--- config.mk ---
export PLATFORM = sky130hd
export DESIGN_NAME = c3f_back
export DESIGN_NICKNAME = d
export VERILOG_FILES = /design/src/rtl/core/c3f_pkg.sv /design/src/rtl/core/c3f_back.sv
export SDC_FILE = /design/constraint.sdc
export NUM_CORES = 1
export LEC_CHECK = 0
export BUFFER_PORTS_ARGS = -buffer_cell sky130_fd_sc_hd__buf_2
export CELL_PAD_IN_SITES_DETAIL_PLACEMENT = 1
export CELL_PAD_IN_SITES_GLOBAL_PLACEMENT = 2
export CORE_UTILIZATION = 33
export CTS_CLUSTER_SIZE = 40
export DETAILED_ROUTE_END_ITERATION = 6
export GPL_TIMING_DRIVEN = 0
export HOLD_SLACK_MARGIN = 0.12
export PLACE_DENSITY_LB_ADDON = 0.1
export SLEW_MARGIN = 20
export SYNTH_ARGS = -nofsm -noshare
export SYNTH_HDL_FRONTEND = slang
export SYNTH_SLANG_ARGS = --single-unit
--- constraint.sdc ---
create_clock -name clk -period 5.5 [get_ports clk]
set_clock_uncertainty 0.1 [all_clocks]
set_input_delay 0.55 -clock clk [delete_from_list [all_inputs] [get_ports clk]]
set_output_delay 0.55 -clock clk [all_outputs]
set_load 0.005 [all_outputs]
--- src/rtl/core/c3f_pkg.sv ---
// ----------------------------------------------------------------------------
// c3f_pkg
// Types and constants shared by the 3x3 filter modules.
// ----------------------------------------------------------------------------
package c3f_pkg;

	localparam int QDEPTH = 8;
	localparam int QAW    = 3;

	typedef enum logic [2:0] {
		REG_WIDTH  = 3'd0,
		REG_HEIGHT = 3'd1,
		REG_BELOW  = 3'd2,
		REG_MIDDLE = 3'd3,
		REG_ABOVE  = 3'd4,
		REG_OFFSET = 3'd5
	} reg_idx_t;

	typedef struct packed {
		logic [12:0] image_width;
		logic [12:0] image_height;
		logic [47:0] coef_row_below;
		logic [47:0] coef_row_middle;
		logic [47:0] coef_row_above;
		logic [21:0] sum_offset;
	} cfg_t;

	// Up to three results caused by one input pixel. Slot 0 is the interior
	// or left copy at (row-1, col-1), slot 1 the right copy at (row-1, col),
	// slot 2 the top or bottom copy at (row, col).
	typedef struct packed {
		logic [2:0]  slots;
		logic [7:0]  pix0;
		logic [7:0]  pix1;
		logic [7:0]  pix2;
		logic [11:0] row;
		logic [11:0] col;
		logic        fend;
	} bundle_t;

endpackage

--- src/rtl/core/c3f_back.sv ---
// ----------------------------------------------------------------------------
// c3f_back
// Takes bundles from the queue and delivers their results one beat at a time.
// ----------------------------------------------------------------------------
module c3f_back (
	input  logic             clk,
	input  logic             arst_n,
	input  logic             q_nempty,
	input  c3f_pkg::bundle_t q_data,
	output logic             q_rd,
	output logic             empty,
	input  logic             pop,
	output logic [7:0]       pixel_out,
	output logic [11:0]      out_row,
	output logic [11:0]      out_col,
	output logic             run_end,
	output logic             frame_end
);
	import c3f_pkg::*;

	bundle_t    cur_q;
	logic       cur_v_q;
	logic [2:0] rem_q;
	logic [2:0] sel, rest;
	logic       take;

	always_comb begin
		sel  = rem_q & (~rem_q + 3'd1);
		rest = rem_q & ~sel;
		take = cur_v_q && pop;
		q_rd = q_nempty && (!cur_v_q || (take && rest == '0));
	end

	always_ff @(posedge clk or negedge arst_n) begin
		if (!arst_n) begin
			cur_v_q <= 1'b0;
			rem_q   <= '0;
		end else if (q_rd) begin
			cur_v_q <= 1'b1;
			rem_q   <= q_data.slots;
		end else if (take) begin
			rem_q   <= rest;
			cur_v_q <= (rest != '0);
		end
	end

	always_ff @(posedge clk) begin
		if (q_rd) cur_q <= q_data;
	end

	always_comb begin
		empty     = !cur_v_q;
		run_end   = (rest == '0);
		frame_end = sel[2] && cur_q.fend;
		pixel_out = sel[0] ? cur_q.pix0 : (sel[1] ? cur_q.pix1 : cur_q.pix2);
		out_row   = sel[2] ? cur_q.row : cur_q.row - 12'd1;
		out_col   = sel[0] ? cur_q.col - 12'd1 : cur_q.col;
	end

endmodule

# Yosys cells after proc, flatten, opt, wreduce, memory -nomap -nowiden
# Cells that the tools add are included.
[word_totals] reg_bits=53 in_bits=56 out_inout_bits=36 word_cells=32
[op_classes] n_addsub=3 n_mux=8 n_bitwise=4 n_reduce_logical=9
[op_table] op="$mux W12" count=2
[op_table] op="$sub A12 B1 Y12 const B" count=2
[op_table] op="$mux W8" count=2
[op_table] op="$and A3 B3 Y3" count=2
[op_table] op="$mux W3" count=2
[op_table] op="$not A3 Y3" count=2
[op_table] op="$logic_and A1 B1 Y1" count=4
[op_table] op="$add A3 B1 Y3 const B" count=1
[op_table] op="$logic_not A3 Y1" count=1
[op_table] op="$reduce_bool A3 Y1" count=1
[op_table] op="$mux W1" count=2
[op_table] op="$reduce_bool A2 Y1" count=1
[op_table] op="$logic_not A1 Y1" count=1
[op_table] op="$logic_or A1 B1 Y1" count=1

# Logic depth before layout (Yosys ltp)
[logic_depth] word_depth=10 depth_mapped=5 mapped_depth_nobuf=5

# Least setup slack after synthesis
# OpenSTA, ideal clock, no wires.
[synth_path] path_kind="reg-to-output" start="register rem_q[0]" end="output port q_rd" t_arrival_ps=2099 t_required_ps=4850 setup_slack_ps=2751 stages_incl_launch_ff=6 path_buffers=1 path_cell_list="dfrtp_1 -> buf_4 -> a21oi_1 -> o21ai_0 -> nand2_1 -> and2_1"
[synth_via] elab_chain_cells=9
[synth_rtl] element="start, declared" line="c3f_back.sv:23" rtl="logic [2:0] rem_q;"
[synth_rtl] element="start signal, assigned" line="c3f_back.sv:40" rtl="rem_q <= q_data.slots;"
[synth_rtl] element="start signal, assigned" line="c3f_back.sv:42" rtl="rem_q <= rest;"
[synth_rtl] element="$not A3 Y3" line="c3f_back.sv:28" rtl="sel = rem_q & (~rem_q + 3'd1);"
[synth_rtl] element="$add A3 B1 Y3" line="c3f_back.sv:28"
[synth_rtl] element="$and A3 B3 Y3" line="c3f_back.sv:28"
[synth_rtl] element="$not A3 Y3" line="c3f_back.sv:29" rtl="rest = rem_q & ~sel;"
[synth_rtl] element="$and A3 B3 Y3 (*)" line="c3f_back.sv:29"
[synth_rtl] element="$logic_not A3 Y1 (*)" line="c3f_back.sv:31" rtl="q_rd = q_nempty && (!cur_v_q || (take && rest == '0));"
[synth_rtl] element="$logic_and A1 B1 Y1 (*)" line="c3f_back.sv:31"
[synth_rtl] element="$logic_or A1 B1 Y1 (*)" line="c3f_back.sv:31"
[synth_rtl] element="$logic_and A1 B1 Y1 (*)" line="c3f_back.sv:31"
[synth_rtl] element="end, declared" line="c3f_back.sv:10" rtl="output logic q_rd,"
# Mark *: on every way between the ends. The rest lies on a longest branch, timed or not.

# Worst setup path in the final report
# Ends and elaborated chain as after synthesis.

==> flow_metrics.env <==
export IMPL_p_int_mw=0.690
export IMPL_grt_overflow_total=0
export IMPL_antenna_cells=0
export IMPL_die_width_um=86.4
export IMPL_clk_latency_ps=290
export IMPL_cts_buffer_depth=2
export IMPL_power_mw=0.937
export IMPL_grt_pass1_vias=1699
export IMPL_die_h_um=86.4
export IMPL_cts_root_buffer="clkbuf_8"
export IMPL_finalCritPeriodShare=0.523
export IMPL_fin_crit_ps=2880
export IMPL_wl_per_cell_um=13.5
export IMPL_cts_max_level=2
export IMPL_hold_viol=0
export IMPL_p_switching_mw=0.247
export IMPL_num_rows=30
export IMPL_slew_viol_final=0
export IMPL_yosys_area_top_type="edfxtp_1"
export IMPL_coreArea_sq_um=6830
export IMPL_cts_tree="built"
export IMPL_die_area_sq_um=7470
export IMPL_synth_seq_cells=53
export IMPL_critPathLaunch="rem_q[0]$_DFFE_PN0P_"
export IMPL_synth_top_area_frac=0.626
export IMPL_fillCellCount=787
export IMPL_fmax_ghz=0.347
export IMPL_vdd_drop_max_mv=0.118
export IMPL_antenna_found_initial=0
export IMPL_cp_max_fo=31
export IMPL_synth_area_sq_um=2350
export IMPL_ioPinCount=92
export IMPL_relSlewSlack=0.655
export IMPL_globalplace_congestion=0.724
export IMPL_reg2reg_from="rem_q[0]$_DFFE_PN0P_"
export IMPL_setup_viol=0
export IMPL_yosys_warnings=0
export IMPL_hp_class="input pin to flip-flop"
export IMPL_drt_pass1_iter_count=4
export IMPL_drive_gt1_frac=0.398
export IMPL_start_util=0.344
export IMPL_hpwl_um=3850
export IMPL_multi_input_area_sq_um=738
export IMPL_grt_pass1_wl_um=7780
export IMPL_cts_sinks=53
export IMPL_synth_nets=227
export IMPL_grt_max_degree=32
export IMPL_clk_pin_slew_worst_paths_ps=90
export IMPL_grt_usage=0.137
export IMPL_min_from="q_data[9]"
export IMPL_tightestPinTransition_ps=517
export IMPL_switching_share=0.263
export IMPL_seqCellArea_sq_um=1570
export IMPL_ant_nets=0
export IMPL_syn_inst=169
export IMPL_syn_avg_cell_area_sq_um=13.9
export IMPL_postCtsSetupBuffers=0
export IMPL_drt_initial_drc_count=37
export IMPL_seq_area_frac_synth=0.668
export IMPL_cts_resized=0
export IMPL_drv_cap=0
export IMPL_synth_area_leaders="edfxtp_1 (63%), xnor2_1 (4.5%), dfrtp_1 (4.3%)"
export IMPL_leakage_nw=1.23
export IMPL_vias=1631
export IMPL_area_growth_syn_to_layout_pct=29.4
export IMPL_routed_wl_um=4920
export IMPL_grt_setup_unrepaired="false"
export IMPL_cp_required_ps=4850
export IMPL_tns_ps=0
export IMPL_status="completed"
export IMPL_p_per_area_nw_per_um2=308
export IMPL_critPathLaunchType="flip-flop"
export IMPL_ys_types=31
export IMPL_numCtsBuffers=5
export IMPL_final_nets=326
export IMPL_cp_end_kind="output port"
export IMPL_io_buffers=90
export IMPL_power_frac_seq=0.551
export IMPL_drt_vias_per_instance=4.47
export IMPL_ctsHoldBuffers=1
export IMPL_clock_power_share=0.233
export IMPL_combinationalPowerShare=0.216
export IMPL_crit_arrival_ps=2230
export IMPL_critical_path_class="flip-flop to output port"
export IMPL_drc=0
area by class of cell:
type	count	area share
Tap cell	96	0.0395
Sequential cell	53	0.516
Clock buffer	8	0.0296
Multi-Input combinational cell	106	0.243
Buffer	5	0.00781
Inverter	5	0.00617
Timing Repair Buffer	92	0.158
logic make-up after synthesis:
family / count (synthesis) / synth area share
flip-flops: 53 / 0.668
AO/OA/AOI/OAI: 19 / 0.0442
multiplexers: 10 / 0.0426
buffers and inverters: 10 / 0.0181
adder cells (fa/ha/maj): 2 / 0.0106
AND/OR/NAND/NOR: 54 / 0.138
XOR/XNOR: 21 / 0.0782
final timing paths:
check	cells past startpoint	slack (ps)	endpoint
max	7	2620	q_rd
min	1	320	cur_q[9]$_DFFE_PP_
max reg2reg	6	3320	cur_q[39]$_DFFE_PP_
min reg2reg	2	450	rem_q[2]$_DFFE_PN0P_
max in group asynchronous	2	4670	rem_q[0]$_DFFE_PN0P_
min in group asynchronous	2	500	rem_q[1]$_DFFE_PN0P_
synth_stat cells:
library cell / instances
or2_2: 1
nand2_1: 19
buf_1: 1
mux2i_1: 10
dfrtp_1: 4
a21oi_1: 4
nor4bb_1: 1
buf_4: 1
nand4b_1: 1
nand3_1: 4
o21ai_0: 13
nor4_2: 2
ha_1: 2
nor3_1: 2
nor4b_2: 1
nand3b_1: 3
nor3b_2: 1
o221ai_1: 1
a32o_1: 1
clkbuf_1: 2
nand2b_1: 4
and2_1: 2
nor4b_4: 1
buf_2: 1
xor2_1: 9
xnor2_1: 12
nor2_1: 9
inv_1: 5
or4_1: 2
edfxtp_1: 49
and4bb_2: 1
cell usage in the layout (no fill, tap or decap), types with 5 or more instances in the layout:
| master | n |
|---|---|
| o21ai_0 | 13 |
| clkbuf_8 | 6 |
| mux2i_1 | 10 |
| nand2_1 | 19 |
| xnor2_1 | 12 |
| inv_1 | 5 |
| xor2_1 | 9 |
| nor2_1 | 9 |
| edfxtp_1 | 49 |
| buf_2 | 91 |
power groups by stage:
stage	Clock [mW]	Sequential [mW]	Combinational, mW
global route	0.247	0.521	0.228
finish	0.218	0.517	0.202
global placement	0	0.527	0.200
floorplan	0	0.520	0.113
detailed placement	0	0.527	0.208
CTS	0.230	0.517	0.209
sequential cells by signal, indices dropped and copies added (netlist names):
name and flops:
cur_q 49, cur_v_q 1, rem_q 3
critical path, stage by stage, from the launching register on:
cell	delay, ps
dfrtp_1	390
buf_4	180
a21oi_1	180
o21ai_0	140
nand2_1	130
and2_2	490
buf_12	270
buf_2	150
routing by layer:
| metal | GRT usage | up-vias | part of all wire |
|---|---|---|---|
| met4 | 0.0318 | 0 | 0.0077 |
| met3 | 0.0362 | 5 | 0.049 |
| met5 | 0 | - | 0 |
| li1 | - | 813 | - |
| met2 | 0.245 | 54 | 0.51 |
| met1 | 0.166 | 759 | 0.43 |
per-stage QoR:
step / utilization / cells / hold slack [ps] / cell area (sq um) / setup slack, ps
after floorplan: - / 169 / 154 / 2350 / 2750
after global placement: 0.428 / 355 / 268 / 2920 / 1840
after detailed placement: 0.431 / 356 / 271 / 2940 / 2900
after CTS: 0.445 / 365 / 312 / 3040 / 2560
after global routing: 0.445 / 365 / 303 / 3040 / 2380
final: 0.445 / 365 / 323 / 3040 / 2620
Note: power is estimated with default switching activity, not from simulation.
